**src/hw/rtl/wpsm_pkg.sv**
```systemverilog
// Shared types, item codes and minute-of-day and weekday-bit helpers for the pump schedule matcher.
package wpsm_pkg;

	typedef enum logic [1:0] {
		KIND_EVAL   = 2'd0,
		KIND_WRITE  = 2'd1,
		KIND_PAUSE  = 2'd2,
		KIND_RESUME = 2'd3
	} wpsm_kind_t;

	localparam int unsigned MinuteW = 11;
	localparam int unsigned DaysW   = 7;

	typedef struct packed {
		logic [MinuteW-1:0] start_min;
		logic [MinuteW-1:0] stop_min;
		logic [DaysW-1:0]   mask;
	} wpsm_entry_t;

	typedef struct packed {
		logic [MinuteW-1:0] now;
		logic [DaysW-1:0]   day_bit;
	} wpsm_query_t;

	typedef struct packed {
		logic done;
		logic hit;
	} wpsm_scan_rsp_t;

	// hour * 60 + minute as (hour << 6) - (hour << 2) + minute
	function automatic logic [MinuteW-1:0] minute_of_day(input logic [4:0] hour,
			input logic [5:0] minute);
		logic [MinuteW-1:0] h64;
		logic [MinuteW-1:0] h4;
		h64 = {hour, 6'b0};
		h4  = {4'b0, hour, 2'b0};
		return h64 - h4 + {5'b0, minute};
	endfunction

	function automatic logic [DaysW-1:0] weekday_bit(input logic [2:0] weekday);
		logic [7:0] onehot;
		onehot = 8'b1 << weekday;
		return onehot[DaysW-1:0];
	endfunction

endpackage

```
**src/hw/rtl/wpsm_ram.sv**
```systemverilog
// Generic single-port-write, registered-read RAM.
module wpsm_ram #(
	parameter int unsigned WIDTH  = 29,
	parameter int unsigned DEPTH  = 8,
	parameter int unsigned ADDR_W = 3
) (
	input  logic              clk,
	input  logic              wr_en,
	input  logic [ADDR_W-1:0] wr_addr,
	input  logic [WIDTH-1:0]  wr_data,
	input  logic [ADDR_W-1:0] rd_addr,
	output logic [WIDTH-1:0]  rd_data
);

	logic [WIDTH-1:0] mem [DEPTH];

	always_ff @(posedge clk) begin
		if (wr_en) begin
			mem[wr_addr] <= wr_data;
		end
		rd_data <= mem[rd_addr];
	end

endmodule

```
**src/hw/rtl/wpsm_table.sv**
```systemverilog
// Window store: RAM with per-entry valid bits so unwritten entries read as zero.
module wpsm_table
	import wpsm_pkg::*;
#(
	parameter int unsigned DEPTH  = 8,
	parameter int unsigned ADDR_W = 3
) (
	input  logic              clk,
	input  logic              arst_n,
	input  logic              wr_en,
	input  logic [ADDR_W-1:0] wr_addr,
	input  wpsm_entry_t       wr_data,
	input  logic [ADDR_W-1:0] rd_addr,
	output wpsm_entry_t       rd_data
);

	logic [DEPTH-1:0] valid_q;
	logic             rd_vld_q;
	logic [$bits(wpsm_entry_t)-1:0] ram_rd;

	wpsm_ram #(
		.WIDTH  ($bits(wpsm_entry_t)),
		.DEPTH  (DEPTH),
		.ADDR_W (ADDR_W)
	) u_ram (
		.clk     (clk),
		.wr_en   (wr_en),
		.wr_addr (wr_addr),
		.wr_data (wr_data),
		.rd_addr (rd_addr),
		.rd_data (ram_rd)
	);

	always_ff @(posedge clk or negedge arst_n) begin
		if (!arst_n) begin
			valid_q  <= '0;
			rd_vld_q <= 1'b0;
		end else begin
			if (wr_en) begin
				valid_q[wr_addr] <= 1'b1;
			end
			rd_vld_q <= valid_q[rd_addr];
		end
	end

	assign rd_data = rd_vld_q ? wpsm_entry_t'(ram_rd) : '0;

endmodule

```
**src/hw/rtl/wpsm_scan.sv**
```systemverilog
// Sequencer that walks the window store one entry per cycle and ORs the matches.
module wpsm_scan
	import wpsm_pkg::*;
#(
	parameter int unsigned DEPTH  = 8,
	parameter int unsigned ADDR_W = 3
) (
	input  logic              clk,
	input  logic              arst_n,
	input  logic              go,
	input  wpsm_query_t       query,
	output logic [ADDR_W-1:0] rd_addr,
	input  wpsm_entry_t       rd_data,
	output wpsm_scan_rsp_t    rsp
);

	typedef enum logic {S_IDLE, S_SCAN} state_t;

	localparam logic [ADDR_W-1:0] LastAddr = ADDR_W'(DEPTH - 1);

	state_t            state_q;
	logic [ADDR_W-1:0] cnt_q;
	logic              hit_q;
	wpsm_query_t       query_q;
	logic              cur_match;
	logic              last;

	assign cur_match = (rd_data.start_min <= query_q.now) &&
		(query_q.now <= rd_data.stop_min) && (|(rd_data.mask & query_q.day_bit));
	assign last      = (cnt_q == LastAddr);
	assign rd_addr   = (state_q == S_SCAN) ? cnt_q + 1'b1 : '0;
	assign rsp.done  = (state_q == S_SCAN) && last;
	assign rsp.hit   = hit_q | cur_match;

	always_ff @(posedge clk or negedge arst_n) begin
		if (!arst_n) begin
			state_q <= S_IDLE;
			cnt_q   <= '0;
			hit_q   <= 1'b0;
			query_q <= '0;
		end else begin
			unique case (state_q)
				S_IDLE: begin
					if (go) begin
						state_q <= S_SCAN;
						cnt_q   <= '0;
						hit_q   <= 1'b0;
						query_q <= query;
					end
				end
				S_SCAN: begin
					hit_q <= hit_q | cur_match;
					if (last) begin
						state_q <= S_IDLE;
					end else begin
						cnt_q <= cnt_q + 1'b1;
					end
				end
				default: begin
					state_q <= S_IDLE;
				end
			endcase
		end
	end

endmodule

```
**src/hw/rtl/weekly_pump_schedule_matcher.sv**
```systemverilog
// Top level of the weekly pump schedule matcher: item decode, mode registers, result beat.
// An item is taken when start is high and busy is low; each item yields one result beat,
// a one-cycle done strobe with pump_on, window_hit and is_paused, that the receiver must
// take as it comes. Write, pause and resume items answer in the cycle after they are taken
// and never raise busy. An evaluate item walks the window store one entry per cycle through
// the RAM's single read port: busy stays high while the scan runs and done follows once
// the last entry has been read. The store needs no clearing pass after reset. Configuration
// writes are always ready.
module weekly_pump_schedule_matcher
	import wpsm_pkg::*;
#(
	parameter int unsigned NUM_WINDOWS = 8
) (
	input  logic        clk,
	input  logic        arst_n,
	input  logic        start,
	output logic        busy,
	input  logic [1:0]  kind,
	input  logic [4:0]  now_hour,
	input  logic [5:0]  now_minute,
	input  logic [2:0]  now_weekday,
	input  logic [11:0] water_level,
	input  logic [2:0]  entry_index,
	input  logic [4:0]  start_hour,
	input  logic [5:0]  start_minute,
	input  logic [4:0]  stop_hour,
	input  logic [5:0]  stop_minute,
	input  logic [6:0]  day_mask,
	input  logic        cfg_valid,
	output logic        cfg_ready,
	input  logic        cfg_index,
	input  logic [11:0] cfg_data,
	output logic        done,
	output logic        pump_on,
	output logic        window_hit,
	output logic        is_paused
);

	localparam int unsigned AddrW = (NUM_WINDOWS > 1) ? $clog2(NUM_WINDOWS) : 1;

	typedef enum logic {
		CFG_BASE_MODE = 1'b0,
		CFG_THRESHOLD = 1'b1
	} cfg_reg_t;

	logic             accept;
	wpsm_kind_t       item_kind;
	logic             eval_go;
	logic             wr_en;
	logic [AddrW-1:0] wr_addr;
	wpsm_entry_t      wr_entry;
	wpsm_query_t      query;
	logic [AddrW-1:0] rd_addr;
	wpsm_entry_t      rd_data;
	wpsm_scan_rsp_t   scan_rsp;

	logic        busy_q;
	logic        done_q;
	logic        pump_q;
	logic        hit_q;
	logic        paused_q;
	logic        base_mode_q;
	logic [11:0] threshold_q;
	logic [11:0] level_q;

	assign accept    = start && !busy_q;
	assign item_kind = wpsm_kind_t'(kind);
	assign eval_go   = accept && (item_kind == KIND_EVAL);
	assign wr_en     = accept && (item_kind == KIND_WRITE) &&
		(32'(entry_index) < 32'(NUM_WINDOWS));
	assign wr_addr   = AddrW'(entry_index);

	assign wr_entry.start_min = minute_of_day(start_hour, start_minute);
	assign wr_entry.stop_min  = minute_of_day(stop_hour, stop_minute);
	assign wr_entry.mask      = day_mask;
	assign query.now          = minute_of_day(now_hour, now_minute);
	assign query.day_bit      = weekday_bit(now_weekday);

	wpsm_table #(
		.DEPTH  (NUM_WINDOWS),
		.ADDR_W (AddrW)
	) u_table (
		.clk     (clk),
		.arst_n  (arst_n),
		.wr_en   (wr_en),
		.wr_addr (wr_addr),
		.wr_data (wr_entry),
		.rd_addr (rd_addr),
		.rd_data (rd_data)
	);

	wpsm_scan #(
		.DEPTH  (NUM_WINDOWS),
		.ADDR_W (AddrW)
	) u_scan (
		.clk     (clk),
		.arst_n  (arst_n),
		.go      (eval_go),
		.query   (query),
		.rd_addr (rd_addr),
		.rd_data (rd_data),
		.rsp     (scan_rsp)
	);

	always_ff @(posedge clk or negedge arst_n) begin
		if (!arst_n) begin
			busy_q      <= 1'b0;
			done_q      <= 1'b0;
			pump_q      <= 1'b0;
			hit_q       <= 1'b0;
			paused_q    <= 1'b0;
			base_mode_q <= 1'b0;
			threshold_q <= '0;
			level_q     <= '0;
		end else begin
			done_q <= (accept && (item_kind != KIND_EVAL)) || scan_rsp.done;
			if (cfg_valid) begin
				unique case (cfg_reg_t'(cfg_index))
					CFG_BASE_MODE: base_mode_q <= cfg_data[0];
					CFG_THRESHOLD: threshold_q <= cfg_data;
					default:       ;
				endcase
			end
			if (accept) begin
				unique case (item_kind)
					KIND_EVAL: begin
						busy_q  <= 1'b1;
						level_q <= water_level;
					end
					KIND_WRITE: begin
						pump_q <= 1'b0;
						hit_q  <= 1'b0;
					end
					KIND_PAUSE: begin
						paused_q <= 1'b1;
						pump_q   <= 1'b0;
						hit_q    <= 1'b0;
					end
					KIND_RESUME: begin
						paused_q <= 1'b0;
						pump_q   <= 1'b0;
						hit_q    <= 1'b0;
					end
					default: ;
				endcase
			end
			if (scan_rsp.done) begin
				busy_q <= 1'b0;
				hit_q  <= scan_rsp.hit;
				pump_q <= scan_rsp.hit && !paused_q &&
					(!base_mode_q || (level_q >= threshold_q));
			end
		end
	end

	assign busy       = busy_q;
	assign cfg_ready  = 1'b1;
	assign done       = done_q;
	assign pump_on    = pump_q;
	assign window_hit = hit_q;
	assign is_paused  = paused_q;

endmodule

```
**config.mk**
```make
export PLATFORM = sky130hd
export DESIGN_NAME = weekly_pump_schedule_matcher
export DESIGN_NICKNAME = d
export VERILOG_FILES = /design/src/hw/rtl/wpsm_pkg.sv /design/src/hw/rtl/wpsm_ram.sv /design/src/hw/rtl/wpsm_table.sv /design/src/hw/rtl/wpsm_scan.sv /design/src/hw/rtl/weekly_pump_schedule_matcher.sv
export SDC_FILE = /design/constraint.sdc
export NUM_CORES = 1
export LEC_CHECK = 0
export ABC_AREA = 0
export BUFFER_PORTS_ARGS = -buffer_cell sky130_fd_sc_hd__buf_2
export CORE_ASPECT_RATIO = 2
export CORE_MARGIN = 1.5
export CORE_UTILIZATION = 40
export DETAILED_ROUTE_END_ITERATION = 16
export GPL_ROUTABILITY_DRIVEN = 0
export GPL_TIMING_DRIVEN = 0
export PLACE_DENSITY = 0.59
export REMOVE_ABC_BUFFERS = 1
export SLEW_MARGIN = 20
export SYNTH_ARGS = -nofsm -noshare
export SYNTH_HDL_FRONTEND = slang
export SYNTH_SLANG_ARGS = --single-unit
```
**constraint.sdc**
```tcl
create_clock -name clk -period 6.13 [get_ports clk]
set_input_delay 1.226 -clock clk [delete_from_list [all_inputs] [get_ports clk]]
set_output_delay 1.226 -clock clk [all_outputs]
set_load 0.01 [all_outputs]
```
==> reports/summary.txt, run 1 <==
buffers added on ports - 81
number of synthesized flops with an enable pin - 232
Area growth syn-to-layout - 16.4%
clock skew - 0.00959 ns
R2R Path Start - u_scan.cnt_q[0]
dominant cell type by area after synthesis - sky130_fd_sc_hd__edfxtp_1
power density over cell area - 422 mW/mm²
number of sinks driven by the clock tree - 323
peak supply drop - 253 µV
buffers inserted by post-CTS timing repair - 0
library cells used by synthesis - 55
largest net degree at the start of global routing - 62
ratio of cells with drive above 1 in the final layout - 0.214
highest cell delay on the worst timing path - 0.77 ns
buffering stage count on the worst path with inverters included - 0
sequential-to-total area share from yosys stat - 0.674
initial antenna violation count - 2
kind of launch point of the worst setup path - flip-flop
measured slew at the worst slew-check pin - 0.915 ns
clk buf depth - 3
wire length of the first global-routing pass - 45.7 mm
wire length per cell after detailed routing - 19.8 µm
post-synth top area share - 0.516
clock share of power - 0.286
maximum level of the CTS H-tree - 1
synth cell count leaders - 232 x sky130_fd_sc_hd__edfxtp_1, 87 x sky130_fd_sc_hd__nand2_1, 62 x sky130_fd_sc_hd__dfrtp_1
Worst setup startpoint - u_scan.cnt_q[0]
Critical Path Slowest Stage Cell - sky130_fd_sc_hd__ha_4
CTS clk-pin slew, worst paths - 0.07 ns
relative slew slack - 0.387
drt total wl - 29.0 mm
cells along the critical path - ha_1 -> ha_4 -> nand2_4 -> mux4_2 -> a21o_1
Yosys Warn Count - 0
number of vias after detailed routing - 7673
total of flip-flops plus latches after synthesis - 323
HPWL reported at the end of detailed placement - 19.0 mm
ranking of synthesized cells by area - sky130_fd_sc_hd__edfxtp_1 52%, sky130_fd_sc_hd__dfrtp_1 11%, sky130_fd_sc_hd__mux4_2 5.0%
worst-case setup slack after placement - 2.56 ns
Nets - 1133
DR vias/cell - 5.24
final standard cell area without fillers - 0.0157 mm²
max-capacitance violation count - 0
total CTS buffers - 28
Internal Power - 4.57 mW
Die ar. - 0.0350 mm²
async set-or-reset flop fraction in the synthesized netlist - 0.192
area after detailed placement - 0.0147 mm²
floorplan die width - 133 µm
Synth Instances - 911
type of the setup path with the least slack - flip-flop to flip-flop
clock tree from TritonCTS - done
setup slack after layout - 2.96 ns
switching pwr - 2.06 mW
number of hold violations in the final report - 0
number of inserted filler cells in the final layout - 2867
highest clock rate - 0.316 GHz
post-route DRC violation count - 0
initial standard-cell utilization of the core - 0.404
insertion delay to the later sink of the worst-skew pair - 0.56 ns
drt initial violations - 476
Leak - 6.10 nW
total setup violations reported at the end of the flow - 0
Data arrival, critical path - 3.61 ns
Syn Area/Cell - 14.8 µm²
total number of placement rows - 95
RSZ-0062 raised after global routing - no
critical path capture point type - flip-flop
overflow left after global routing - 0
path category of the worst min-delay check - flip-flop to flip-flop
Critical Path Fanout Max - 61
dominant delay contributor by cell family on the critical path - adder cells
final critical-path share of the clock period - 0.516
post-synthesis instance area - 0.0135 mm²
status - complete, no violations
critical path required time - 6.57 ns
switching fraction of total power - 0.310
clock root cell - sky130_fd_sc_hd__clkbuf_16
top-level port count - 83
post-layout min period - 3.17 ns
sequential fraction of design power - 0.431
via count of the first global-routing pass - 8111
GR Util All Layers - 0.170
portion of total power attributed to combinational logic - 0.283
TritonRoute pass-1 iters - 4
count of nets left with antenna violations after detail routing - 0
dominant register cell in the synthesized netlist - sky130_fd_sc_hd__edfxtp_1
post-cts hold buffer count - 0
count leader, synth - sky130_fd_sc_hd__edfxtp_1
core area - 0.0334 mm²
Worst Hold Launch - u_table.valid_q[4]
total of cells resized after clock tree synthesis - 0
Final Slew Violations - 0
Die Y - 263 µm
-- worst register-to-register path: cells and delay by family (launching register included) --
| family | cells | cell delay [ns] |
|---|---|---|
| multiplexers | 1 | 0.46 |
| AO/OA/AOI/OAI | 1 | 0.22 |
| flip-flops | 1 | 0.70 |
| AND/OR/NAND/NOR | 1 | 0.57 |
| adder cells (fa/ha/maj) | 2 | 1.10 |
-- logic make-up (layout without fill, tap and decap cells) --
logic type,count (synthesis),in the layout,share of synthesized area
compound gates,170,170,0.0904
simple gates,183,183,0.0641
mux,75,75,0.0846
other cells,1,3,0.000278
fa+ha+maj,53,53,0.0491
flops,323,323,0.674
buf+inv,88,202,0.0264
xor+xnor,18,18,0.0117
-- metal layers --
metal	up-vias	part of all wire	routed length [µm]	GRT usage
li1	3637	-	-	-
met1	3820	0.40	11500	0.198
met2	160	0.54	15500	0.316
met3	56	0.037	1070	0.0201
met4	0	0.031	908	0.0656
met5	-	0	0	0
-- metrics by stage --
| stage | utilization | setup TNS [ns] | hold WS [ns] | std cells | power (mW) |
|---|---|---|---|---|---|
| 5_1_grt | 0.471 | 0 | 0.474 | 1463 | 7.00 |
| 2_1_floorplan | - | 0 | 0.434 | 872 | 4.14 |
| 3_5_place_dp | 0.441 | 0 | 0.455 | 1409 | 4.81 |
| 6_report | 0.471 | 0 | 0.472 | 1463 | 6.63 |
| 3_3_place_gp | 0.428 | -83.85 | 0.446 | 1389 | 4.74 |
| 4_1_cts | 0.470 | 0 | 0.459 | 1461 | 6.72 |
-- flip-flops by register name (all words and copies together), names as in the netlist --
register,flops
u_scan.query_q,18
done,1
pump_on,1
u_scan.cnt_q,3
busy,1
window_hit,1
is_paused,1
u_table.rd_vld_q,1
u_table.u_ram.rd_data,29
u_scan.hit_q,1
level_q,12
base_mode_q,1
u_scan.state_q,1
u_table.u_ram.mem,232
threshold_q,12
u_table.valid_q,8
-- power by group through the flow --
stage | clock network, mW | logic, mW | registers, mW
6_report | 1.89 | 1.88 | 2.86
2_1_floorplan | 0 | 1.30 | 2.85
4_1_cts | 1.94 | 1.92 | 2.86
3_3_place_gp | 0 | 1.80 | 2.94
5_1_grt | 2.01 | 2.09 | 2.89
3_5_place_dp | 0 | 1.91 | 2.91
-- layout by cell type (no fill, tap or decap), types with 10 or more instances in the layout --
master,instances
sky130_fd_sc_hd__a211oi_1,34
sky130_fd_sc_hd__ha_1,52
sky130_fd_sc_hd__nand3_1,10
sky130_fd_sc_hd__nor2_1,20
sky130_fd_sc_hd__buf_2,80
sky130_fd_sc_hd__a21oi_1,17
sky130_fd_sc_hd__xnor2_1,15
sky130_fd_sc_hd__mux2i_1,32
sky130_fd_sc_hd__o21ai_0,26
sky130_fd_sc_hd__a221oi_1,30
sky130_fd_sc_hd__dfxtp_1,29
sky130_fd_sc_hd__edfxtp_1,232
sky130_fd_sc_hd__inv_1,49
sky130_fd_sc_hd__mux2_2,13
sky130_fd_sc_hd__clkbuf_16,29
sky130_fd_sc_hd__o21a_1,10
sky130_fd_sc_hd__mux4_2,30
sky130_fd_sc_hd__dfrtp_1,61
sky130_fd_sc_hd__a21o_1,32
sky130_fd_sc_hd__nand2_1,85
sky130_fd_sc_hd__and2_1,11
-- final timing paths --
kind / to / cells past startpoint / slack [ns]
worst min-delay path: u_table.valid_q[4] / 1 / 0.47
worst max-delay path: u_table.u_ram.rd_data[25] / 5 / 2.96
max in group asynchronous: u_scan.cnt_q[0] / 2 / 5.14
worst max register to register: u_table.u_ram.rd_data[25] / 5 / 2.96
min in group asynchronous: u_scan.query_q[6] / 1 / 0.49
worst min register to register: u_table.valid_q[4] / 1 / 0.47
-- cell type report --
type | instances | area [µm²] | area share
Timing Repair Buffer | 101 | 754 | 0.0480
Antenna cell | 2 | 5.00 | 0.000318
Multi-Input combinational cell | 500 | 4150 | 0.264
Tap cell | 436 | 546 | 0.0347
Inverter | 49 | 184 | 0.0117
Sequential cell | 323 | 9100 | 0.579
Clock buffer | 33 | 741 | 0.0471
Clock inverter | 19 | 243 | 0.0154
Note: power is estimated with default switching activity, not from simulation.
==> run 2, diff against run 1 <==
--- a/config.mk
+++ b/config.mk
@@ -5,7 +5,7 @@
 export SDC_FILE = /design/constraint.sdc
 export NUM_CORES = 1
 export LEC_CHECK = 0
-export ABC_AREA = 0
+export ABC_AREA = 1
 export BUFFER_PORTS_ARGS = -buffer_cell sky130_fd_sc_hd__buf_2
 export CORE_ASPECT_RATIO = 2
 export CORE_MARGIN = 1.5
@@ -13,7 +13,7 @@
 export DETAILED_ROUTE_END_ITERATION = 16
 export GPL_ROUTABILITY_DRIVEN = 0
 export GPL_TIMING_DRIVEN = 0
-export PLACE_DENSITY = 0.59
+export PLACE_DENSITY = 0.61
 export REMOVE_ABC_BUFFERS = 1
 export SLEW_MARGIN = 20
 export SYNTH_ARGS = -nofsm -noshare
==> constraint.sdc (replaced) <==
create_clock -name clk -period 2.7 [get_ports clk]
set_input_delay 0.54 -clock clk [delete_from_list [all_inputs] [get_ports clk]]
set_output_delay 0.54 -clock clk [all_outputs]
set_load 0.01 [all_outputs]
==> reports/summary.txt, run 2 <==
buffers added on ports - 81 (unchanged)
measured slew at the worst slew-check pin - 0.808 ns (was 0.915 ns)
RSZ-0062 raised after global routing - yes (was no)
Critical Path Slowest Stage Cell - sky130_fd_sc_hd__dfrtp_4 (was sky130_fd_sc_hd__ha_4)
dominant register cell in the synthesized netlist - sky130_fd_sc_hd__edfxtp_1 (unchanged)
GR Util All Layers - 0.175 (was 0.170)
ratio of cells with drive above 1 in the final layout - 0.133 (was 0.214)
CTS clk-pin slew, worst paths - 0.07 ns (about the same)
Final Slew Violations - 0 (unchanged)
Power Total - 15.8 mW (was 6.63 mW)
Synth Instances - 1196 (was 911)
type of the setup path with the least slack - flip-flop to flip-flop (unchanged)
clock skew - 0.0160 ns (was 0.00959 ns)
drt total wl - 31.3 mm (was 29.0 mm)
Critical Path Fanout Max - 33 (was 61)
critical path required time - 3.18 ns (was 6.57 ns)
leading cell type in the layout, fill and taps excluded - sky130_fd_sc_hd__nand2_1 (was sky130_fd_sc_hd__edfxtp_1)
highest cell delay on the worst timing path - 0.68 ns (was 0.77 ns)
total of flip-flops plus latches after synthesis - 323 (unchanged)
ranking of synthesized cells by area - sky130_fd_sc_hd__edfxtp_1 50%, sky130_fd_sc_hd__dfrtp_1 11%, sky130_fd_sc_hd__nand2_1 8.4% (was sky130_fd_sc_hd__edfxtp_1 52%, sky130_fd_sc_hd__dfrtp_1 11%, sky130_fd_sc_hd__mux4_2 5.0%)
total CTS buffers - 26 (was 28)
count leader, synth - sky130_fd_sc_hd__nand2_1 (was sky130_fd_sc_hd__edfxtp_1)
HPWL reported at the end of detailed placement - 19.8 mm (was 19.0 mm)
top-level port count - 83 (unchanged)
clock tree from TritonCTS - done (unchanged)
number of sinks driven by the clock tree - 323 (unchanged)
library cells used by synthesis - 40 (was 55)
post-synth top area share - 0.503 (was 0.516)
clk buf depth - 3 (unchanged)
status - complete, no violations (unchanged)
relative slew slack - 0.460 (was 0.387)
post-synthesis instance area - 0.0138 mm² (was 0.0135 mm²)
insertion delay to the later sink of the worst-skew pair - 0.56 ns (about the same)
initial standard-cell utilization of the core - 0.404 (about the same)
number of vias after detailed routing - 9071 (was 7673)
total number of placement rows - 96 (was 95)
count of nets left with antenna violations after detail routing - 0 (unchanged)
cells along the critical path - ha_2 -> buf_16 -> nand2_4 -> a21oi_1 -> o21ai_0 -> o21ai_1 -> nor2_1 -> a31oi_1 (was ha_1 -> ha_4 -> nand2_4 -> mux4_2 -> a21o_1)
commonest cells after routing, fill and taps aside - 310 x sky130_fd_sc_hd__nand2_1, 232 x sky130_fd_sc_hd__edfxtp_1, 107 x sky130_fd_sc_hd__inv_1 (was 232 x sky130_fd_sc_hd__edfxtp_1, 85 x sky130_fd_sc_hd__nand2_1, 80 x sky130_fd_sc_hd__buf_2)
max FFs per register - 232 (unchanged)
peak supply drop - 758 µV (was 253 µV)
sequential-to-total area share from yosys stat - 0.657 (was 0.674)
Die ar. - 0.0358 mm² (was 0.0350 mm²)
wire length per cell after detailed routing - 18.1 µm (was 19.8 µm)
Leak - 6.43 nW (was 6.10 nW)
path category of the worst min-delay check - input port to flip-flop (was flip-flop to flip-flop)
post-layout instance count excluding filler cells - 1728 (was 1463)
largest reg by FF count - u_table.u_ram.mem (unchanged)
TritonRoute pass-1 iters - 5 (was 4)
overflow left after global routing - 0 (unchanged)
kind of launch point of the worst setup path - flip-flop (unchanged)
post-layout min period - 2.57 ns (was 3.17 ns)
via count of the first global-routing pass - 9260 (was 8111)
power density over cell area - 996 mW/mm² (was 422 mW/mm²)
total setup violations reported at the end of the flow - 0 (unchanged)
clock root cell - sky130_fd_sc_hd__clkbuf_16 (unchanged)
Nets - 1396 (was 1133)
DR vias/cell - 5.25 (was 5.24)
dominant cell type by area after synthesis - sky130_fd_sc_hd__edfxtp_1 (unchanged)
synth cell count leaders - 311 x sky130_fd_sc_hd__nand2_1, 232 x sky130_fd_sc_hd__edfxtp_1, 107 x sky130_fd_sc_hd__inv_1 (was 232 x sky130_fd_sc_hd__edfxtp_1, 87 x sky130_fd_sc_hd__nand2_1, 62 x sky130_fd_sc_hd__dfrtp_1)
final critical-path share of the clock period - 0.952 (was 0.516)
Data arrival, critical path - 3.05 ns (was 3.61 ns)
highest clock rate - 0.389 GHz (was 0.316 GHz)
initial antenna violation count - 2 (unchanged)
floorplan die width - 135 µm (was 133 µm)
largest registers - u_table.u_ram.mem (232), u_table.u_ram.rd_data (29), u_scan.query_q (18) (unchanged)
critical path capture point type - flip-flop (unchanged)
core area - 0.0342 mm² (was 0.0334 mm²)
largest net degree at the start of global routing - 64 (was 62)
number of placed cells counting well taps - 1676 (was 1409)
area after detailed placement - 0.0149 mm² (was 0.0147 mm²)
final standard cell area without fillers - 0.0158 mm² (was 0.0157 mm²)
Yosys Warn Count - 0 (unchanged)
number of synthesized flops with an enable pin - 232 (unchanged)
Area growth syn-to-layout - 14.4% (was 16.4%)
maximum level of the CTS H-tree - 1 (unchanged)
number of hold violations in the final report - 0 (unchanged)
post-route DRC violation count - 0 (unchanged)
wire length of the first global-routing pass - 48.6 mm (was 45.7 mm)
Die Y - 266 µm (was 263 µm)
Syn Area/Cell - 11.6 µm² (was 14.8 µm²)
async set-or-reset flop fraction in the synthesized netlist - 0.192 (unchanged)
max-capacitance violation count - 0 (unchanged)
drt initial violations - 568 (was 476)
==> run 2: cell count changes after synthesis, moves of 30 or more <==
cell                       change
sky130_fd_sc_hd__nand2_1     +224
sky130_fd_sc_hd__nand3_1      +65
sky130_fd_sc_hd__inv_1        +58
sky130_fd_sc_hd__o221ai_1     +57
sky130_fd_sc_hd__a211oi_1     -34
sky130_fd_sc_hd__mux2i_1      -32
sky130_fd_sc_hd__a21o_1       -31
sky130_fd_sc_hd__a221oi_1     -30
sky130_fd_sc_hd__mux4_2       -30
==> run 2: final cells by class <==
type	instances	area [µm²]
Fill cell	3084	18400
Tap cell	441	552
Antenna cell	1	2.50
Sequential cell	323	9100
Inverter	113	445
Multi-Input combinational cell	703	4090
Clock buffer	39	753
Clock inverter	9	83.8
Timing Repair Buffer	99	803
==> run 2: kinds of logic (layout without fill, tap and decap cells) <==
kind of cell,count (synthesis),in the layout,share of synthesized area
fa+ha+maj,53,53,0.0479
xor+xnor,11,11,0.00696
other cells,1,2,0.000271
compound gates,188,188,0.0999
flops,323,323,0.657
buf+inv,171,260,0.0527
simple gates,447,448,0.133
mux,2,2,0.00163
==> run 2: critical path, delay by kind of cell (launching register included) <==
kind | cells | cell delay [ns]
flops | 1 | 0.68
fa+ha+maj | 1 | 0.65
compound gates | 4 | 0.57
simple gates | 2 | 0.34
buf+inv | 1 | 0.23
==> run 2: worst paths after layout <==
kind / cells past startpoint / slack (ns) / to / from
min in group asynchronous: 2 / 0.37 / u_scan.cnt_q[2] / arst_n
max: 8 / 0.13 / u_table.rd_vld_q / u_scan.cnt_q[0]
min: 2 / 0.19 / base_mode_q / cfg_valid
max reg2reg: 8 / 0.13 / u_table.rd_vld_q / u_scan.cnt_q[0]
min reg2reg: 2 / 0.47 / u_table.valid_q[2] / u_table.valid_q[2]
max in group asynchronous: 3 / 1.82 / level_q[8] / arst_n
==> run 2: what timing repair did <==
action | 4_1_cts | 5_1_grt
setup buffers | 1 | 0
hold endpoints to repair | 12 | 0
cloned | 0 | 1
hold buffers | 1 | 0
gates resized for setup | 4 | 1
endpoints found under the setup margin | 31 | 3
pin swaps | 0 | 1
==> run 2: where the power goes <==
| group | internal [mW] | switching [mW] | leakage [nW] | total [mW] |
|---|---|---|---|---|
| combinational | 2.10 | 3.46 | 2.94 | 5.56 |
| sequential | 6.00 | 0.489 | 3.08 | 6.49 |
| clock | 2.04 | 1.70 | 0.414 | 3.73 |
==> run 2: routing by layer <==
| layer | track usage | part of all wire | vias up |
|---|---|---|---|
| li1 | - | - | 4349 |
| met1 | 0.194 | 0.39 | 4468 |
| met2 | 0.339 | 0.54 | 196 |
| met3 | 0.0188 | 0.040 | 56 |
| met4 | 0.0639 | 0.030 | 2 |
| met5 | 0 | 0.00035 | - |
==> run 2: metrics by stage <==
| stage | utilization | setup slack (ns) | hold slack [ns] | setup TNS (ns) |
|---|---|---|---|---|
| CTS | 0.462 | 0.0599 | 0.166 | 0 |
| floorplan | - | -1.12 | 0.244 | -31.49 |
| detailed placement | 0.437 | -0.456 | 0.404 | -11.48 |
| global placement | 0.423 | -3.64 | 0.444 | -455.65 |
| finish | 0.463 | 0.128 | 0.192 | 0 |
| global route | 0.463 | 0.00881 | 0.176 | 0 |
